## config.mk

```make
export PLATFORM = sky130hd
export DESIGN_NAME = qte_sqrt_cell
export DESIGN_NICKNAME = d
export VERILOG_FILES = /design/src/rtl/core/qte_pkg.sv /design/src/rtl/core/qte_sqrt_cell.sv
export SDC_FILE = /design/constraint.sdc
export NUM_CORES = 1
export LEC_CHECK = 0
export ABC_AREA = 1
export BUFFER_PORTS_ARGS = -buffer_cell sky130_fd_sc_hd__buf_4
export CELL_PAD_IN_SITES_DETAIL_PLACEMENT = 2
export CELL_PAD_IN_SITES_GLOBAL_PLACEMENT = 2
export CORE_MARGIN = 1.5
export CORE_UTILIZATION = 29
export DETAILED_ROUTE_END_ITERATION = 8
export GPL_ROUTABILITY_DRIVEN = 0
export PLACE_DENSITY_LB_ADDON = 0.2
export SLEW_MARGIN = 20
export SYNTH_ARGS = -nofsm -noshare
export SYNTH_HDL_FRONTEND = slang
export SYNTH_SLANG_ARGS = --single-unit
```

## constraint.sdc

```tcl
create_clock -name clock -period 2.65 [get_ports clock]
set_input_delay 0.1325 -clock clock [delete_from_list [all_inputs] [get_ports clock]]
set_output_delay 0.1325 -clock clock [all_outputs]
set_load 0.005 [all_outputs]
```

## src/rtl/core/qte_pkg.sv

```systemverilog
`timescale 1ns / 1ps
// ----------------------------------------------------------------------------
// Quaternion to Euler shared definitions
// Widths, constants, the arctangent table and the CORDIC cell payload type.
// ----------------------------------------------------------------------------
package qte_pkg;

   localparam int CORDIC_STEPS_DEF = 16;
   localparam int ATAN_TAB_LEN     = 24;

   localparam int QW  = 16;   // input component width, Q1.14
   localparam int PW  = 32;   // product width, Q.28
   localparam int SW  = 34;   // sum of products width, Q.28
   localparam int DW  = 37;   // CORDIC x and y width, Q.28
   localparam int AW  = 35;   // CORDIC angle width, Q.30
   localparam int MW  = 28;   // pitch argument magnitude width when not clamped
   localparam int RW  = 57;   // radicand width
   localparam int RSW = 58;   // square root partial result width
   localparam int CW  = 29;   // square root result width
   localparam int SQ_CELLS = 29;

   localparam logic signed [AW-1:0] PI_Q30 = AW'(64'sd3373259426);
   localparam logic signed [SW-1:0] ONE_Q28 = SW'(64'sd268435456);
   localparam logic signed [15:0] PI_Q13 = 16'sd25736;
   localparam logic signed [15:0] HALF_PI_Q13 = 16'sd12868;

   typedef struct packed {
      logic                 hold;
      logic signed [DW-1:0] x;
      logic signed [DW-1:0] y;
      logic signed [AW-1:0] z;
   } cordic_vec_type;

   function automatic logic [31:0] atan_entry(input int idx);
      logic [31:0] v;
      case (idx)
         0: v = 32'h3243F6A8;
         1: v = 32'h1DAC6705;
         2: v = 32'h0FADBAFC;
         3: v = 32'h07F56EA6;
         4: v = 32'h03FEAB76;
         5: v = 32'h01FFD55B;
         6: v = 32'h00FFFAAA;
         7: v = 32'h007FFF55;
         8: v = 32'h003FFFEA;
         9: v = 32'h001FFFFD;
         10: v = 32'h00100000;
         11: v = 32'h00080000;
         12: v = 32'h00040000;
         13: v = 32'h00020000;
         14: v = 32'h00010000;
         15: v = 32'h00008000;
         16: v = 32'h00004000;
         17: v = 32'h00002000;
         18: v = 32'h00001000;
         19: v = 32'h00000800;
         20: v = 32'h00000400;
         21: v = 32'h00000200;
         22: v = 32'h00000100;
         23: v = 32'h00000080;
         default: v = 32'h00000000;
      endcase
      return v;
   endfunction

endpackage

```

## src/rtl/core/qte_sqrt_cell.sv

```systemverilog
`timescale 1ns / 1ps
// ----------------------------------------------------------------------------
// Square root cell
// Resolves one result bit of a restoring integer square root per cycle while enabled.
// ----------------------------------------------------------------------------
module qte_sqrt_cell #(
   parameter int BIT_POS = 56
) (
   input  logic                        clock,
   input  logic                        enable,
   input  logic [qte_pkg::RW-1:0]      rad_in,
   input  logic [qte_pkg::RSW-1:0]     res_in,
   output logic [qte_pkg::RW-1:0]      rad_ff,
   output logic [qte_pkg::RSW-1:0]     res_ff
);

   localparam logic [qte_pkg::RSW-1:0] BIT_VAL = qte_pkg::RSW'(1) << BIT_POS;

   logic [qte_pkg::RSW-1:0] trial;
   logic [qte_pkg::RSW-1:0] rad_ext;
   logic [qte_pkg::RW-1:0]  rad_in_d;
   logic [qte_pkg::RSW-1:0] res_in_d;

   assign trial   = res_in + BIT_VAL;
   assign rad_ext = {1'b0, rad_in};

   always_comb begin
      if (rad_ext >= trial) begin
         rad_in_d = qte_pkg::RW'(rad_ext - trial);
         res_in_d = (res_in >> 1) + BIT_VAL;
      end else begin
         rad_in_d = rad_in;
         res_in_d = res_in >> 1;
      end
   end

   always_ff @(posedge clock) begin
      if (enable) begin
         rad_ff <= rad_in_d;
         res_ff <= res_in_d;
      end
   end

endmodule

```

==> results.yml, run 1 <==
cts:
  clockBufferDepth: 2
  ctsHtreeMaxLevel: 4
  root_buffer: "clkbuf_16"
  cts_sinks: 115
  cts_tree: "built"
  path_clk_slew_ps: 70
  cts_buffers: 17
logic_synthesis:
  synth_ff_type: "edfxtp_1"
  ys_seq_area_share_pct: 35.3
  yosys.area.top_type: "edfxtp_1"
  ys_warn_count: 0
  syn_area_sq_um: 9790
  syn_nets: 1657
  synthCells: 1482
  synth_area_leaders: "edfxtp_1 (35%), nand2_1 (22%), inv_1 (14%)"
  synth_async_sr_flop_share_pct: 0
  syn_area_per_cell_sq_um: 6.61
  synth_edf_count: 115
  yosysUniqueCellTypes: 36
  ys_ff_latch: 115
  synth_top_area_share_pct: 35.3
drt:
  wl_met3_mm: 1.87
  wire_per_inst_microns: 19.3
  met1_length_mm: 20.0
  top_layer: "met4"
  first_pass_iters: 4
  antenna_left: 0
  vias: 10565
  vias_per_cell: 4.67
  drc_errors: 0
  wl_mm: 43.5
  drt_first_iter_violations: 462
  routed-wl-met2_mm: 21.0
place:
  place_area_sq_um: 12200
  dpl.hpwl_mm: 34.8
  placedCellCount: 2170
  port-buffer-count: 231
  dp_slack_ps: -126
cells_and_area:
  drive_gt1_share_pct: 19.0
  final_nets: 1975
  final_cells: 2260
  final_cell_area_sq_um: 13600
  antennaDiodeCount: 0
  area_growth_pct: 38.6
worst_setup_path:
  cp-end-kind: "flop"
  critPathArrivalTime_ps: 2740
  worst-setup-path-type: "in2reg"
  cp_common_cell: "nand2_1"
  cpMaxStageDelayCell: "dlygate4sd3_1"
  cp_max_fo: 4
  max_stage_delay_ps: 540
  required_ps: 2850
  path_cells: "dlygate4sd3_1, buf_4, inv_1, ha_1, nand2_1, nor2_1, nand3_1, nand3_1, nand2_1, nand3b_1, nand2_1, nand2_1, nand2_1, nand3_1, nand2_1"
  startpoint_type: "primary input"
timing:
  finalHoldViolCount: 0
  finalSetupViolCount: 0
  max_freq_mhz: 394
  fin_ws_ps: 110
  rsz0062_at_grt: "true"
  period_minus_slack_ps: 2540
  drv_slew: 0
  slew_headroom_pct: 67.9
  finalSetupTns_ps: 0
  min_period_over_period_pct: 95.8
  tightest_slew_ps: 478
status:
  status: "complete, no violations"
floorplan:
  dieHeight_microns: 187
  boundaryPins: 232
  dieArea_sq_um: 34900
  core_sq_um: 33400
  initial_core_util_pct: 29.3
  die_width_microns: 187
  rows: 67
global_routing:
  grt_util_all_layers_pct: 25.3
  grt_overflow_total: 0
  grt_max_degree: 59
  grt_pass1_vias: 11615
  grt_first_pass_wirelength_mm: 66.9
  antenna_found_initial: 0
pwr:
  vdd_drop_max_mv: 0.473
  leakagePower_nw: 7.44
  powerDensity_nw_per_um2: 519
  total_power_w: 0.00704
min_path:
  hp-start: "rad_in[36]"
  hold_class: "in2reg"
  worst_hold_path.endpoint: "rad_ff[36]"
  min_path_cells: 3
job:
  maxCapViolations: 0
==> kinds of logic after synthesis <==
kind of cell,share of synthesized area [%]
simple gates,35.9
buf+inv,15.2
flops,35.3
compound gates,3.63
fa+ha+maj,7.49
xor+xnor,2.59
==> power breakdown <==
| group | switching [W] | internal, W | leakage [nW] |
|---|---|---|---|
| logic | 0.00130 | 0.000860 | 6.01 |
| clock network | 0.000935 | 0.00164 | 0.306 |
| registers | 0.0000686 | 0.00223 | 1.12 |
| total | 0.00231 | 0.00473 | 7.44 |
==> cells in the final DEF, fill, tap and decap left out, drive strengths merged <==
| cell type | count |
|---|---|
| ha | 57 |
| nand3 | 64 |
| nand4 | 41 |
| xor2 | 27 |
| nand2 | 587 |
| fa | 1 |
| o211ai | 1 |
| nor3 | 13 |
| and2 | 9 |
| dlygate4sd3 | 56 |
| o22ai | 1 |
| o21ai | 31 |
| xnor2 | 2 |
| clkbuf | 18 |
| and3 | 2 |
| clkinv | 8 |
| edfxtp | 115 |
| a21oi | 35 |
| bufinv | 5 |
| nor2 | 96 |
| nor4 | 1 |
| nand3b | 15 |
| o21a | 1 |
| buf | 261 |
| or2 | 2 |
| inv | 363 |
==> synth_stat cells (2+ instances only) <==
master / number
nand2_1: 584
inv_1: 356
edfxtp_1: 115
nor2_1: 90
ha_1: 57
nand3_1: 53
nand4_1: 40
a21oi_1: 34
o21ai_0: 30
xor2_1: 27
nand3b_1: 15
nor3_1: 12
buf_2: 10
nand3_2: 10
and2_1: 9
inv_2: 7
nor2_2: 4
clkbuf_1: 3
nand2_2: 3
and3_1: 2
buf_6: 2
buf_8: 2
nor2_4: 2
or2_2: 2
xnor2_1: 2
==> layout make-up <==
class,count,area (sq um)
Clock buffer,18,429
Inverter,363,1360
Timing Repair Buffer,317,2620
Tap cell,448,561
Multi-Input combinational cell,986,4960
Fill cell,4051,19800
Clock inverter,13,190
Sequential cell,115,3450
==> state kept, by name, summed over array words and instances, names as in the netlist <==
register / cells
res_ff: 58
rad_ff: 57
==> routing by layer <==
layer | global-route usage (%) | vias up
li1 | - | 5157
met1 | 33.3 | 5146
met2 | 43.1 | 235
met3 | 3.97 | 27
met4 | 6.61 | 0
met5 | 0 | -
==> worst max-delay path: cells and delay by family <==
| kind | cells | cell delay, ps |
|---|---|---|
| buffers and inverters | 3 | 690 |
| AND/OR/NAND/NOR | 11 | 1580 |
| adder cells (fa/ha/maj) | 1 | 360 |
==> how the worst max path moves through the flow <==
stage               start          to  slack, ps  cells past startpoint
2_1_floorplan   rad_in[0]  rad_ff[50]        630                     14
3_3_place_gp   rad_in[40]  rad_ff[44]       -130                     11
3_5_place_dp   rad_in[40]  rad_ff[44]       -130                     11
4_1_cts        res_in[49]  rad_ff[44]          9                     14
5_1_grt         res_in[9]  rad_ff[19]        -20                     17
6_report        res_in[5]  rad_ff[39]        110                     15
==> stage by stage <==
step,hold slack [ps],utilization [%]
3_3_place_gp,321,36.7
5_1_grt,39.0,40.7
6_report,19.2,40.7
4_1_cts,3.53,40.2
3_5_place_dp,322,36.7
2_1_floorplan,231,-
==> what timing repair did <==
item                                    CTS  global route
resized for setup                         0            39
endpoints found under the setup margin    0            51
hold endpoints to repair                 56             0
hold buffers                             56             0
buffers inserted                          0             3
(Power assumes the default switching activity.)
==> run 2: changes to the inputs <==
CORE_UTILIZATION = 32   (was 29)
clock period = 3.2 ns   (was 2.65 ns; I/O delays follow)
==> run 2 against run 1 <==
Effect of this change:
- worst setup slack improved by 130 ps
- non-clock buffer count shrank 20
- combinational power shrank 19%
==> results.yml, run 2 (same netlist as run 1, synthesis figures left out) <==
status:
  status: "complete, no violations"
timing:
  period_minus_slack_ps: 2960
  finalHoldViolCount: 0
  tightest_slew_ps: 733
  min_period_over_period_pct: 92.5
  slew_headroom_pct: 50.7
  finalSetupViolCount: 0
  drv_slew: 0
  finalSetupTns_ps: 0
  max_freq_mhz: 338
  rsz0062_at_grt: "false"
worst_setup_path:
  cp-end-kind: "flop"
  worst-setup-path-type: "in2reg"
  cp_max_fo: 4
  startpoint_type: "primary input"
  critPathArrivalTime_ps: 3150
  required_ps: 3390
  crit_end: "rad_ff[40]"
  startpoint: "res_in[13]"
cts:
  root_buffer: "clkbuf_16"
  cts_sinks: 115
  cts_tree: "built"
  clockBufferDepth: 2
  path_clk_slew_ps: 70
  cts_buffers: 17
  ctsHtreeMaxLevel: 4
  cts_setup_buffers: 0
global_routing:
  grt_pass1_vias: 11966
  grt_overflow_total: 0
  antenna_found_initial: 0
  grt_first_pass_wirelength_mm: 66.4
  grt_max_degree: 59
  grt_util_all_layers_pct: 27.9
min_path:
  hold_class: "in2reg"
cells_and_area:
  final_nets: 1955
  antennaDiodeCount: 0
  top_regs: "res_ff: 58 flops, rad_ff: 57 flops"
  area_growth_pct: 34.1
  mostFrequentLayoutCell: "nand2_1"
  final_cell_mix: "nand2_1 (584), inv_1 (356), buf_4 (238), edfxtp_1 (115), nor2_1 (90)"
  drive_gt1_share_pct: 17.0
  largest_register_ff_count: 58
  regMostFlops: "res_ff"
drt:
  vias_per_cell: 4.87
  wire_per_inst_microns: 19.8
  vias: 10628
  drc_errors: 0
  first_pass_iters: 7
  wl_mm: 43.2
  antenna_left: 0
  drt_first_iter_violations: 467
floorplan:
  dieArea_sq_um: 31700
  dieHeight_microns: 178
  initial_core_util_pct: 32.8
  rows: 63
  core_sq_um: 29900
  boundaryPins: 232
  die_width_microns: 178
pwr:
  powerDensity_nw_per_um2: 423
  vdd_drop_max_mv: 0.269
  leakagePower_nw: 7.24
  total_power_w: 0.00556
place:
  port-buffer-count: 231
  dpl.hpwl_mm: 33.4
job:
  maxCapViolations: 0
run 2: cell count changes in the layout (fill, tap and decap cells not counted), moves of 4 or more:
cell / delta
buf_4: -15
bufinv_16: -4
nand2_1: +9
nor2_2: -6
nor2_1: +7
clkinvlp_4: +5
nand2_2: -8
buf_12: -4
run 2: worst min-delay path by stage:
| stage | from | to | slack, ps | cells past startpoint |
|---|---|---|---|---|
| finish | res_in[57] | res_ff[57] | 50 | 3 |
| global route | res_in[57] | res_ff[57] | 80 | 3 |
| floorplan | res_in[1] | res_ff[0] | 260 | 0 |
| global placement | res_in[53] | res_ff[52] | 350 | 1 |
| detailed placement | res_in[44] | res_ff[43] | 350 | 1 |
| CTS | res_in[57] | res_ff[57] | 50 | 3 |
run 2: area by class of cell:
cell class,instances,area (sq um)
well taps,390,488
flip-flops and latches,115,3450
inverters,363,1360
clock buffers,17,425
clock inverters,15,133
multi-input cells,986,4860
repair buffers,297,2410
fillers,3570,16700
run 2: worst max-delay path, stage by stage:
cell	delay [ps]
dlygate4sd3_1	530
buf_4	110
inv_1	40
ha_1	350
nand2_1	170
inv_1	120
nand2_1	120
nor3_1	530
nand3_1	210
nand3b_1	290
nand2_1	220
nand2_1	110
nand2_1	50
nand3_1	80
nand2_1	60
run 2: what timing repair did:
action                                 in CTS  in global routing
endpoints found under the hold margin      56                  0
setup endpoints to repair                   0                  5
gates resized for setup                     0                  1
hold buffers                               56                  0
run 2: power breakdown:
| part | internal [W] | switching (W) |
|---|---|---|
| combinational | 0.000675 | 0.00107 |
| clock | 0.00107 | 0.000849 |
| sequential | 0.00184 | 0.0000526 |
| total | 0.00359 | 0.00197 |
run 2: per-layer routing:
metal / share of wire, % / GRT usage [%] / up-vias
li1: - / - / 5118
met1: 45 / 35.7 / 5170
met2: 48 / 48.2 / 278
met3: 4.6 / 4.18 / 62
met4: 2.4 / 8.33 / 0
met5: 0 / 0 / -
run 2: through the flow:
stage | instances | utilization [%] | hold WS (ps) | cell area (sq um) | setup slack (ps)
2_1_floorplan | 1482 | - | 259 | 9790 | 1150
3_3_place_gp | 2095 | 40.2 | 348 | 12000 | 315
3_5_place_dp | 2095 | 40.2 | 350 | 12000 | 231
4_1_cts | 2183 | 43.9 | 46.3 | 13100 | 238
5_1_grt | 2183 | 43.9 | 78.2 | 13100 | 107
6_report | 2183 | 43.9 | 49.9 | 13100 | 241
