## config.mk

```make
export PLATFORM = sky130hd
export DESIGN_NAME = qte_cordic_cell
export DESIGN_NICKNAME = d
export VERILOG_FILES = /design/src/rtl/core/qte_pkg.sv /design/src/rtl/core/qte_cordic_cell.sv
export SDC_FILE = /design/constraint.sdc
export NUM_CORES = 1
export LEC_CHECK = 0
export BUFFER_PORTS_ARGS = -buffer_cell sky130_fd_sc_hd__buf_2
export CORE_MARGIN = 2
export CORE_UTILIZATION = 50
export CTS_CLUSTER_DIAMETER = 120
export DETAILED_ROUTE_END_ITERATION = 7
export GPL_TIMING_DRIVEN = 1
export PLACE_DENSITY = 0.73
export SLEW_MARGIN = 20
export SYNTH_ARGS = -nofsm -noshare
export SYNTH_HDL_FRONTEND = slang
export SYNTH_SLANG_ARGS = --single-unit
```

## constraint.sdc

```tcl
create_clock -name clock -period 4.7 [get_ports clock]
set_input_delay 0.235 -clock clock [delete_from_list [all_inputs] [get_ports clock]]
set_output_delay 0.235 -clock clock [all_outputs]
set_load 0.02 [all_outputs]
```

## src/rtl/core/qte_pkg.sv

```systemverilog
`timescale 1ns / 1ps
// ----------------------------------------------------------------------------
// Quaternion to Euler shared definitions
// Widths, constants, the arctangent table and the CORDIC cell payload type.
// ----------------------------------------------------------------------------
package qte_pkg;

   localparam int CORDIC_STEPS_DEF = 16;
   localparam int ATAN_TAB_LEN     = 24;

   localparam int QW  = 16;   // input component width, Q1.14
   localparam int PW  = 32;   // product width, Q.28
   localparam int SW  = 34;   // sum of products width, Q.28
   localparam int DW  = 37;   // CORDIC x and y width, Q.28
   localparam int AW  = 35;   // CORDIC angle width, Q.30
   localparam int MW  = 28;   // pitch argument magnitude width when not clamped
   localparam int RW  = 57;   // radicand width
   localparam int RSW = 58;   // square root partial result width
   localparam int CW  = 29;   // square root result width
   localparam int SQ_CELLS = 29;

   localparam logic signed [AW-1:0] PI_Q30 = AW'(64'sd3373259426);
   localparam logic signed [SW-1:0] ONE_Q28 = SW'(64'sd268435456);
   localparam logic signed [15:0] PI_Q13 = 16'sd25736;
   localparam logic signed [15:0] HALF_PI_Q13 = 16'sd12868;

   typedef struct packed {
      logic                 hold;
      logic signed [DW-1:0] x;
      logic signed [DW-1:0] y;
      logic signed [AW-1:0] z;
   } cordic_vec_type;

   function automatic logic [31:0] atan_entry(input int idx);
      logic [31:0] v;
      case (idx)
         0: v = 32'h3243F6A8;
         1: v = 32'h1DAC6705;
         2: v = 32'h0FADBAFC;
         3: v = 32'h07F56EA6;
         4: v = 32'h03FEAB76;
         5: v = 32'h01FFD55B;
         6: v = 32'h00FFFAAA;
         7: v = 32'h007FFF55;
         8: v = 32'h003FFFEA;
         9: v = 32'h001FFFFD;
         10: v = 32'h00100000;
         11: v = 32'h00080000;
         12: v = 32'h00040000;
         13: v = 32'h00020000;
         14: v = 32'h00010000;
         15: v = 32'h00008000;
         16: v = 32'h00004000;
         17: v = 32'h00002000;
         18: v = 32'h00001000;
         19: v = 32'h00000800;
         20: v = 32'h00000400;
         21: v = 32'h00000200;
         22: v = 32'h00000100;
         23: v = 32'h00000080;
         default: v = 32'h00000000;
      endcase
      return v;
   endfunction

endpackage

```

## src/rtl/core/qte_cordic_cell.sv

```systemverilog
`timescale 1ns / 1ps
// ----------------------------------------------------------------------------
// CORDIC vectoring cell
// One micro-rotation toward the x axis, accumulating the arctangent step; a held vector passes unchanged.
// ----------------------------------------------------------------------------
module qte_cordic_cell #(
   parameter int STEP = 0
) (
   input  logic                     clock,
   input  logic                     enable,
   input  qte_pkg::cordic_vec_type  vec_in,
   output qte_pkg::cordic_vec_type  vec_ff
);

   localparam logic signed [qte_pkg::AW-1:0] ATAN_STEP =
      qte_pkg::AW'(qte_pkg::atan_entry(STEP));

   qte_pkg::cordic_vec_type  vec_in_d;
   logic signed [qte_pkg::DW-1:0] xs;
   logic signed [qte_pkg::DW-1:0] ys;

   assign xs = vec_in.x >>> STEP;
   assign ys = vec_in.y >>> STEP;

   always_comb begin
      vec_in_d = vec_in;
      if (!vec_in.hold) begin
         if (vec_in.y >= 0) begin
            vec_in_d.x = vec_in.x + ys;
            vec_in_d.y = vec_in.y - xs;
            vec_in_d.z = vec_in.z + ATAN_STEP;
         end else begin
            vec_in_d.x = vec_in.x - ys;
            vec_in_d.y = vec_in.y + xs;
            vec_in_d.z = vec_in.z - ATAN_STEP;
         end
      end
   end

   always_ff @(posedge clock) begin
      if (enable) begin
         vec_ff <= vec_in_d;
      end
   end

endmodule

```

==> results of run 1 <==
## per-layer routing
metal / part of all wire / vias up
met1: 0.46 / 5477
met5: 0 / -
met3: 0.081 / 51
met2: 0.43 / 550
li1: - / 5747
met4: 0.023 / 0
## worst max-delay path: cells and delay by family
kind | cells | cell delay, ns
and+or+nand+nor | 3 | 0.53
adders and majority gates | 1 | 0.36
buffers and inverters | 2 | 0.94
AOI/OAI and AO/OA | 7 | 1.76
## cell usage after synthesis (all sizes together) (5+ instances only)
master	n	area, um2
a211o	5	43.8
a211oi	21	158
a21boi	9	67.6
a21o	49	368
a21oi	180	908
a221oi	7	61.3
a31oi	13	87.6
and3	8	50.1
buf	20	97.6
clkbuf	54	203
edfxtp	110	3300
ha	138	1730
inv	114	428
mux2	8	93.8
mux2i	28	280
nand2	106	398
nand2b	23	144
nand3	23	115
nand4	16	100
nor2	133	499
nor2b	17	114
nor3	30	150
nor4	7	43.8
o211ai	7	52.6
o21a	20	150
o21ai	137	686
o21bai	22	165
o221ai	5	50.0
o311a	5	50.1
o31ai	18	145
or3	11	68.8
xnor2	76	666
xor2	22	193
## through the flow
stage	utilization	instance area (um2)	total power, uW
floorplan	-	12300	2430
global placement	0.559	13500	2900
detailed placement	0.559	13500	2910
CTS	0.573	13800	3790
global route	0.573	13800	3990
finish	0.573	13800	3790
## report_power, final
group / internal [uW] / switching, uW / leakage [uW]
registers: 1240 / 33.3 / 0.00108
logic: 604 / 1050 / 0.00497
clock network: 430 / 440 / 0.000153
## cell families (layout without fill, tap and decap cells)
| group | count (synthesis) | after routing | share of synthesized area |
|---|---|---|---|
| AND/OR/NAND/NOR | 390 | 390 | 0.147 |
| AO/OA/AOI/OAI | 537 | 537 | 0.276 |
| flip-flops | 110 | 110 | 0.269 |
| buffers and inverters | 191 | 359 | 0.0603 |
| XOR/XNOR | 98 | 98 | 0.0700 |
| multiplexers | 36 | 36 | 0.0305 |
| adder cells (fa/ha/maj) | 142 | 142 | 0.147 |
## layout by cell type, fill, tap and decap left out, types with 23 or more instances in the layout
cell type / count
buf_2: 219
a21oi_1: 178
ha_1: 138
nor2_1: 133
o21ai_0: 115
inv_1: 111
edfxtp_1: 110
nand2_1: 106
xnor2_1: 76
a21o_1: 49
nor3_1: 30
mux2i_1: 28
nand3_1: 23
nand2b_1: 23
## final cells by class
| class | count | share of cell area |
|---|---|---|
| Multi-Input combinational cell | 1203 | 0.593 |
| Sequential cell | 110 | 0.239 |
| Timing Repair Buffer | 226 | 0.0839 |
| Inverter | 117 | 0.0317 |
| Tap cell | 324 | 0.0293 |
| Clock buffer | 9 | 0.0163 |
| Clock inverter | 7 | 0.00687 |
## worst max-delay path by stage
stage | startpoint | to | slack, ns
floorplan | vec_in[71] | vec_ff[31] | 0.68
global placement | vec_in[52] | vec_ff[70] | 0.92
global route | vec_in[71] | vec_ff[34] | 0.76
CTS | vec_in[71] | vec_ff[34] | 1.07
detailed placement | vec_in[71] | vec_ff[34] | 0.68
finish | vec_in[71] | vec_ff[34] | 1.04
==> impl_metrics.prom, run 1 <==
# TYPE chip_impl_metric gauge
chip_impl_info{name="max_flop_register",value="vec_ff"} 1
chip_impl_metric{name="fillers",unit=""} 2272
chip_impl_info{name="crit_path_start_kind",value="input pin"} 1
chip_impl_metric{name="number_of_synthesized_flops_with_an_enable_pin",unit=""} 110
chip_impl_info{name="grt_setup_unrepaired",value="no"} 1
chip_impl_metric{name="global_route.usage.met1",unit=""} 0.413
chip_impl_metric{name="leakage_dissipation",unit="uW"} 0.00620
chip_impl_metric{name="1st_iter_drt_viols",unit=""} 1124
chip_impl_metric{name="fin_nets",unit=""} 1921
chip_impl_metric{name="postCtsResizedCells",unit=""} 0
chip_impl_metric{name="pre_cts_ws",unit="ns"} 0.681
chip_impl_info{name="worstPathCellList",value="buf_2, buf_4, ha_1, o21a_1, nor2_1, o21ai_0, o211ai_1, o31ai_1, a31oi_1, nor2_1, a31oi_1, o221ai_1, nor4b_1"} 1
chip_impl_metric{name="whs",unit="ns"} 0.0349
chip_impl_metric{name="largest_reg_flops",unit=""} 110
chip_impl_metric{name="seq_area_frac_synth",unit=""} 0.269
chip_impl_info{name="hold_path_end",value="vec_ff[2]"} 1
chip_impl_info{name="worstSetupPathType",value="in2reg"} 1
chip_impl_metric{name="max-cap-violations",unit=""} 0
chip_impl_metric{name="setup-tns-final",unit="ns"} 0
chip_impl_metric{name="wire_per_inst",unit="um"} 18.8
chip_impl_metric{name="dp_cells",unit=""} 1980
chip_impl_metric{name="setup_viol",unit=""} 0
chip_impl_metric{name="vias_per_cell",unit=""} 5.92
chip_impl_metric{name="antenna-diode-count",unit=""} 0
chip_impl_info{name="worst_setup_path_end_kind",value="flip-flop"} 1
chip_impl_metric{name="fp.dieArea",unit="um2"} 25800
chip_impl_metric{name="top_level_ports",unit=""} 222
chip_impl_metric{name="critPathArrivalTime",unit="ns"} 3.84
chip_impl_metric{name="placement_rows",unit=""} 57
chip_impl_metric{name="first_pass_iters",unit=""} 6
chip_impl_metric{name="grtUsageMet3",unit=""} 0.0346
chip_impl_metric{name="mappedNetlistArea",unit="um2"} 12300
chip_impl_metric{name="drc",unit=""} 0
chip_impl_info{name="cts_tree",value="yes"} 1
chip_impl_metric{name="vdd_ir_drop_max",unit="mV"} 0.172
chip_impl_info{name="status",value="complete, no violations"} 1
chip_impl_metric{name="ctsLongestPathBuffers",unit=""} 2
chip_impl_metric{name="syn_avg_cell_area",unit="um2"} 8.15
chip_impl_metric{name="route.vias.total",unit=""} 11825
chip_impl_metric{name="floorplan.initialDensity",unit=""} 0.507
chip_impl_metric{name="hold_path_cell_cnt",unit=""} 1
chip_impl_metric{name="syn_inst",unit=""} 1504
chip_impl_metric{name="first_pass_grt_wire_length",unit="um"} 59000
chip_impl_metric{name="die_w",unit="um"} 161
chip_impl_metric{name="multiInputGateArea",unit="um2"} 8210
chip_impl_metric{name="number_of_antenna_violations_at_the_first_check_in_global_routing",unit=""} 0
chip_impl_metric{name="critPathMaxFanout",unit=""} 94
chip_impl_metric{name="yosysWarningCount",unit=""} 0
chip_impl_info{name="cp_slowest_cell",value="buf_4"} 1
chip_impl_metric{name="drt_wl_total",unit="um"} 37600
chip_impl_metric{name="cts.sink_count",unit=""} 110
chip_impl_metric{name="fmax",unit="MHz"} 273
chip_impl_metric{name="cts.repair_timing.setup_buffer_count",unit=""} 0
chip_impl_info{name="buffer_type_at_the_clock_tree_root",value="clkbuf_16"} 1
chip_impl_metric{name="worstPathRequired",unit="ns"} 4.88
chip_impl_metric{name="syn-num-nets",unit=""} 1758
chip_impl_metric{name="antenna_violating_nets_post_route",unit=""} 0
chip_impl_metric{name="instances_no_fill",unit=""} 1996
chip_impl_metric{name="port_buffers",unit=""} 221
chip_impl_info{name="hold_path_startpoint",value="vec_in[2]"} 1
chip_impl_info{name="postSynth.topFlopCell",value="edfxtp_1"} 1
chip_impl_metric{name="worst_setup_hold_path_clk_slew",unit="ns"} 0.08
chip_impl_metric{name="timing_hold_violations_final",unit=""} 0
chip_impl_metric{name="largest_net_degree_at_the_start_of_global_routing",unit=""} 126
chip_impl_metric{name="gr-usage-met2",unit=""} 0.445
chip_impl_metric{name="maxSlewHeadroom",unit=""} 0.288
chip_impl_metric{name="ctsHoldBuffers",unit=""} 0
chip_impl_metric{name="cpPeakStageDelay",unit="ns"} 0.80
chip_impl_metric{name="cts_inserted_buffers",unit=""} 9
chip_impl_metric{name="core_region_area",unit="um2"} 24200
chip_impl_metric{name="drive_above_1_share",unit=""} 0.159
chip_impl_metric{name="place.detailed.hpwl",unit="um"} 28700
chip_impl_metric{name="dieHeight",unit="um"} 161
chip_impl_metric{name="timing_worst_slew_pin_value",unit="ns"} 1.07
chip_impl_metric{name="via_count_of_the_first_global_routing_pass",unit=""} 11043
chip_impl_metric{name="synth_cell_types",unit=""} 73
chip_impl_metric{name="synth_to_final_area_change",unit="%"} 12.9
chip_impl_metric{name="timing_max_transition_violations_final",unit=""} 0
chip_impl_metric{name="powerDensity",unit="nW/um2"} 274
chip_impl_metric{name="regArea",unit="um2"} 3300
chip_impl_info{name="grt_most_used_layer",value="met2"} 1
chip_impl_metric{name="clock_tree.htree_level_count",unit=""} 3
chip_impl_metric{name="ys_ff_latch",unit=""} 110
chip_impl_info{name="holdCritPathClass",value="in2reg"} 1
chip_impl_metric{name="grt_usage",unit=""} 0.285
chip_impl_metric{name="ys_async_sr_fraction",unit=""} 0
chip_impl_metric{name="final.setup.worst_slack",unit="ns"} 1.04
chip_impl_metric{name="gpl.final_weighted_congestion",unit=""} 0.971
chip_impl_info{name="reg.largest.list",value="vec_ff x110"} 1
chip_impl_metric{name="fin_crit_sh",unit=""} 0.779
chip_impl_metric{name="final_period_minus_worst_setup_slack",unit="ns"} 3.66
chip_impl_metric{name="grt_remaining_overflow",unit=""} 0
Power figures use the tool's default switching activity.
==> run 2, diff against run 1 <==
- PLACE_DENSITY: 0.73 -> 0.76
- clock period: 4.7 -> 3.35 ns (I/O delays scaled with it)
==> impl_metrics.prom, run 2 (synthesized netlist as in run 1, its figures left out) <==
# TYPE chip_impl_metric gauge
chip_impl_info{name="status",value="complete, no violations"} 1
chip_impl_metric{name="timing_max_transition_violations_final",unit=""} 0
chip_impl_metric{name="fmax",unit="MHz"} 327
chip_impl_metric{name="postCtsResizedCells",unit=""} 0
chip_impl_metric{name="powerDensity",unit="nW/um2"} 374
chip_impl_metric{name="via_count_of_the_first_global_routing_pass",unit=""} 11582
chip_impl_metric{name="fp.dieArea",unit="um2"} 25800
chip_impl_metric{name="cts.sink_count",unit=""} 110
chip_impl_metric{name="multiInputGateArea",unit="um2"} 8220
chip_impl_metric{name="gpl.final_weighted_congestion",unit=""} 0.997
chip_impl_metric{name="drive_above_1_share",unit=""} 0.196
chip_impl_metric{name="vdd_ir_drop_max",unit="mV"} 0.232
chip_impl_metric{name="timing_worst_slew_pin_value",unit="ns"} 0.818
chip_impl_metric{name="fin_nets",unit=""} 2002
chip_impl_metric{name="floorplan.initialDensity",unit=""} 0.507
chip_impl_metric{name="global_route.usage.met1",unit=""} 0.408
chip_impl_metric{name="timing_hold_violations_final",unit=""} 0
chip_impl_metric{name="fin_crit_sh",unit=""} 0.913
chip_impl_metric{name="ctsHoldBuffers",unit=""} 3
chip_impl_metric{name="number_of_antenna_violations_at_the_first_check_in_global_routing",unit=""} 0
chip_impl_metric{name="maxSlewHeadroom",unit=""} 0.454
chip_impl_info{name="worst_setup_path_end_kind",value="flip-flop"} 1
chip_impl_metric{name="final.setup.worst_slack",unit="ns"} 0.292
chip_impl_metric{name="place.detailed.hpwl",unit="um"} 30800
chip_impl_metric{name="clock_tree.htree_level_count",unit=""} 3
chip_impl_metric{name="port_buffers",unit=""} 221
chip_impl_info{name="buffer_type_at_the_clock_tree_root",value="clkbuf_16"} 1
chip_impl_metric{name="critPathMaxFanout",unit=""} 4
chip_impl_info{name="grt_setup_unrepaired",value="no"} 1
chip_impl_metric{name="critPathArrivalTime",unit="ns"} 3.23
chip_impl_metric{name="max-cap-violations",unit=""} 0
chip_impl_metric{name="antenna-diode-count",unit=""} 0
chip_impl_metric{name="final_period_minus_worst_setup_slack",unit="ns"} 3.06
chip_impl_metric{name="worst_setup_hold_path_clk_slew",unit="ns"} 0.07
chip_impl_metric{name="cts_inserted_buffers",unit=""} 9
chip_impl_info{name="cts_tree",value="yes"} 1
chip_impl_metric{name="placement_rows",unit=""} 57
chip_impl_info{name="holdCritPathClass",value="in2reg"} 1
chip_impl_metric{name="drt_wl_total",unit="um"} 38900
chip_impl_metric{name="die_w",unit="um"} 161
chip_impl_metric{name="core_region_area",unit="um2"} 24200
chip_impl_metric{name="vias_per_cell",unit=""} 5.94
chip_impl_metric{name="fillers",unit=""} 2185
chip_impl_info{name="reg.largest.list",value="vec_ff x110"} 1
chip_impl_info{name="grt_most_used_layer",value="met2"} 1
chip_impl_metric{name="antenna_violating_nets_post_route",unit=""} 0
chip_impl_metric{name="largest_reg_flops",unit=""} 110
chip_impl_metric{name="regArea",unit="um2"} 3300
chip_impl_metric{name="dieHeight",unit="um"} 161
chip_impl_info{name="max_flop_register",value="vec_ff"} 1
chip_impl_metric{name="first_pass_grt_wire_length",unit="um"} 60900
chip_impl_metric{name="drc",unit=""} 0
chip_impl_metric{name="largest_net_degree_at_the_start_of_global_routing",unit=""} 83
chip_impl_info{name="crit_path_start_kind",value="input pin"} 1
chip_impl_metric{name="worstPathRequired",unit="ns"} 3.52
chip_impl_metric{name="route.vias.total",unit=""} 12335
chip_impl_metric{name="wire_per_inst",unit="um"} 18.7
chip_impl_metric{name="grt_usage",unit=""} 0.295
chip_impl_metric{name="leakage_dissipation",unit="uW"} 0.00658
chip_impl_metric{name="grt_remaining_overflow",unit=""} 0
chip_impl_info{name="commonest_non_fill_non_tap_cell_in_the_layout",value="buf_2"} 1
chip_impl_metric{name="gr-usage-met2",unit=""} 0.481
chip_impl_metric{name="first_pass_iters",unit=""} 6
chip_impl_metric{name="setup_viol",unit=""} 0
chip_impl_metric{name="synth_to_final_area_change",unit="%"} 17.9
chip_impl_metric{name="top_level_ports",unit=""} 222
chip_impl_metric{name="cts.repair_timing.setup_buffer_count",unit=""} 0
chip_impl_metric{name="whs",unit="ns"} 0.0200
chip_impl_metric{name="grtUsageMet3",unit=""} 0.0367
chip_impl_info{name="worstSetupPathType",value="in2reg"} 1
chip_impl_info{name="layout_common_cells",value="buf_2 (219), a21oi_1 (178), ha_1 (138)"} 1
chip_impl_metric{name="pre_cts_ws",unit="ns"} -0.0204
chip_impl_metric{name="ctsLongestPathBuffers",unit=""} 2
chip_impl_metric{name="1st_iter_drt_viols",unit=""} 1071
run 2: through the flow:
| stage | instance area (um2) | TNS (ns) | utilization | cells | power, uW |
|---|---|---|---|---|---|
| 6_report | 14500 | 0 | 0.598 | 2077 | 5400 |
| 3_5_place_dp | 14100 | -0.0204 | 0.584 | 2058 | 4230 |
| 3_3_place_gp | 14100 | -0.000814 | 0.584 | 2058 | 4210 |
| 2_1_floorplan | 12300 | 0 | - | 1504 | 3410 |
| 4_1_cts | 14500 | 0 | 0.598 | 2077 | 5390 |
| 5_1_grt | 14500 | 0 | 0.598 | 2077 | 5690 |
run 2: final timing paths:
kind,endpoint,cells after the start,startpoint
worst max-delay path,vec_ff[70],13,vec_in[49]
worst min-delay path,vec_ff[109],1,vec_in[109]
run 2: final cells by class:
type	instances	share of cell area
clock inverter	6	0.00433
timing repair buffer	307	0.124
sequential	110	0.229
inverter	117	0.0304
clock buffer	10	0.0158
tap	324	0.0281
multi-input combinational	1203	0.569
run 2: routing by layer:
metal	up-vias	wire length (um)
met2	627	17700
li1	5918	-
met1	5724	16800
met3	66	3390
met4	0	965
met5	-	0
run 2: worst max-delay path, stage by stage:
cell and delay [ns]:
buf_2 0.12, inv_1 0.05, ha_1 0.30, or2_2 0.33, or4_1 0.44, nor4_1 0.33
nand3b_1 0.20, a211oi_1 0.27, buf_4 0.16, o211ai_1 0.10, a21oi_1 0.18, mux2_1 0.35
a221oi_1 0.23
run 2: power by group:
group | leakage [uW] | internal [uW] | switching [uW]
Combinational | 0.00536 | 956 | 1510
Clock | 0.000143 | 530 | 617
Sequential | 0.00108 | 1740 | 47.4
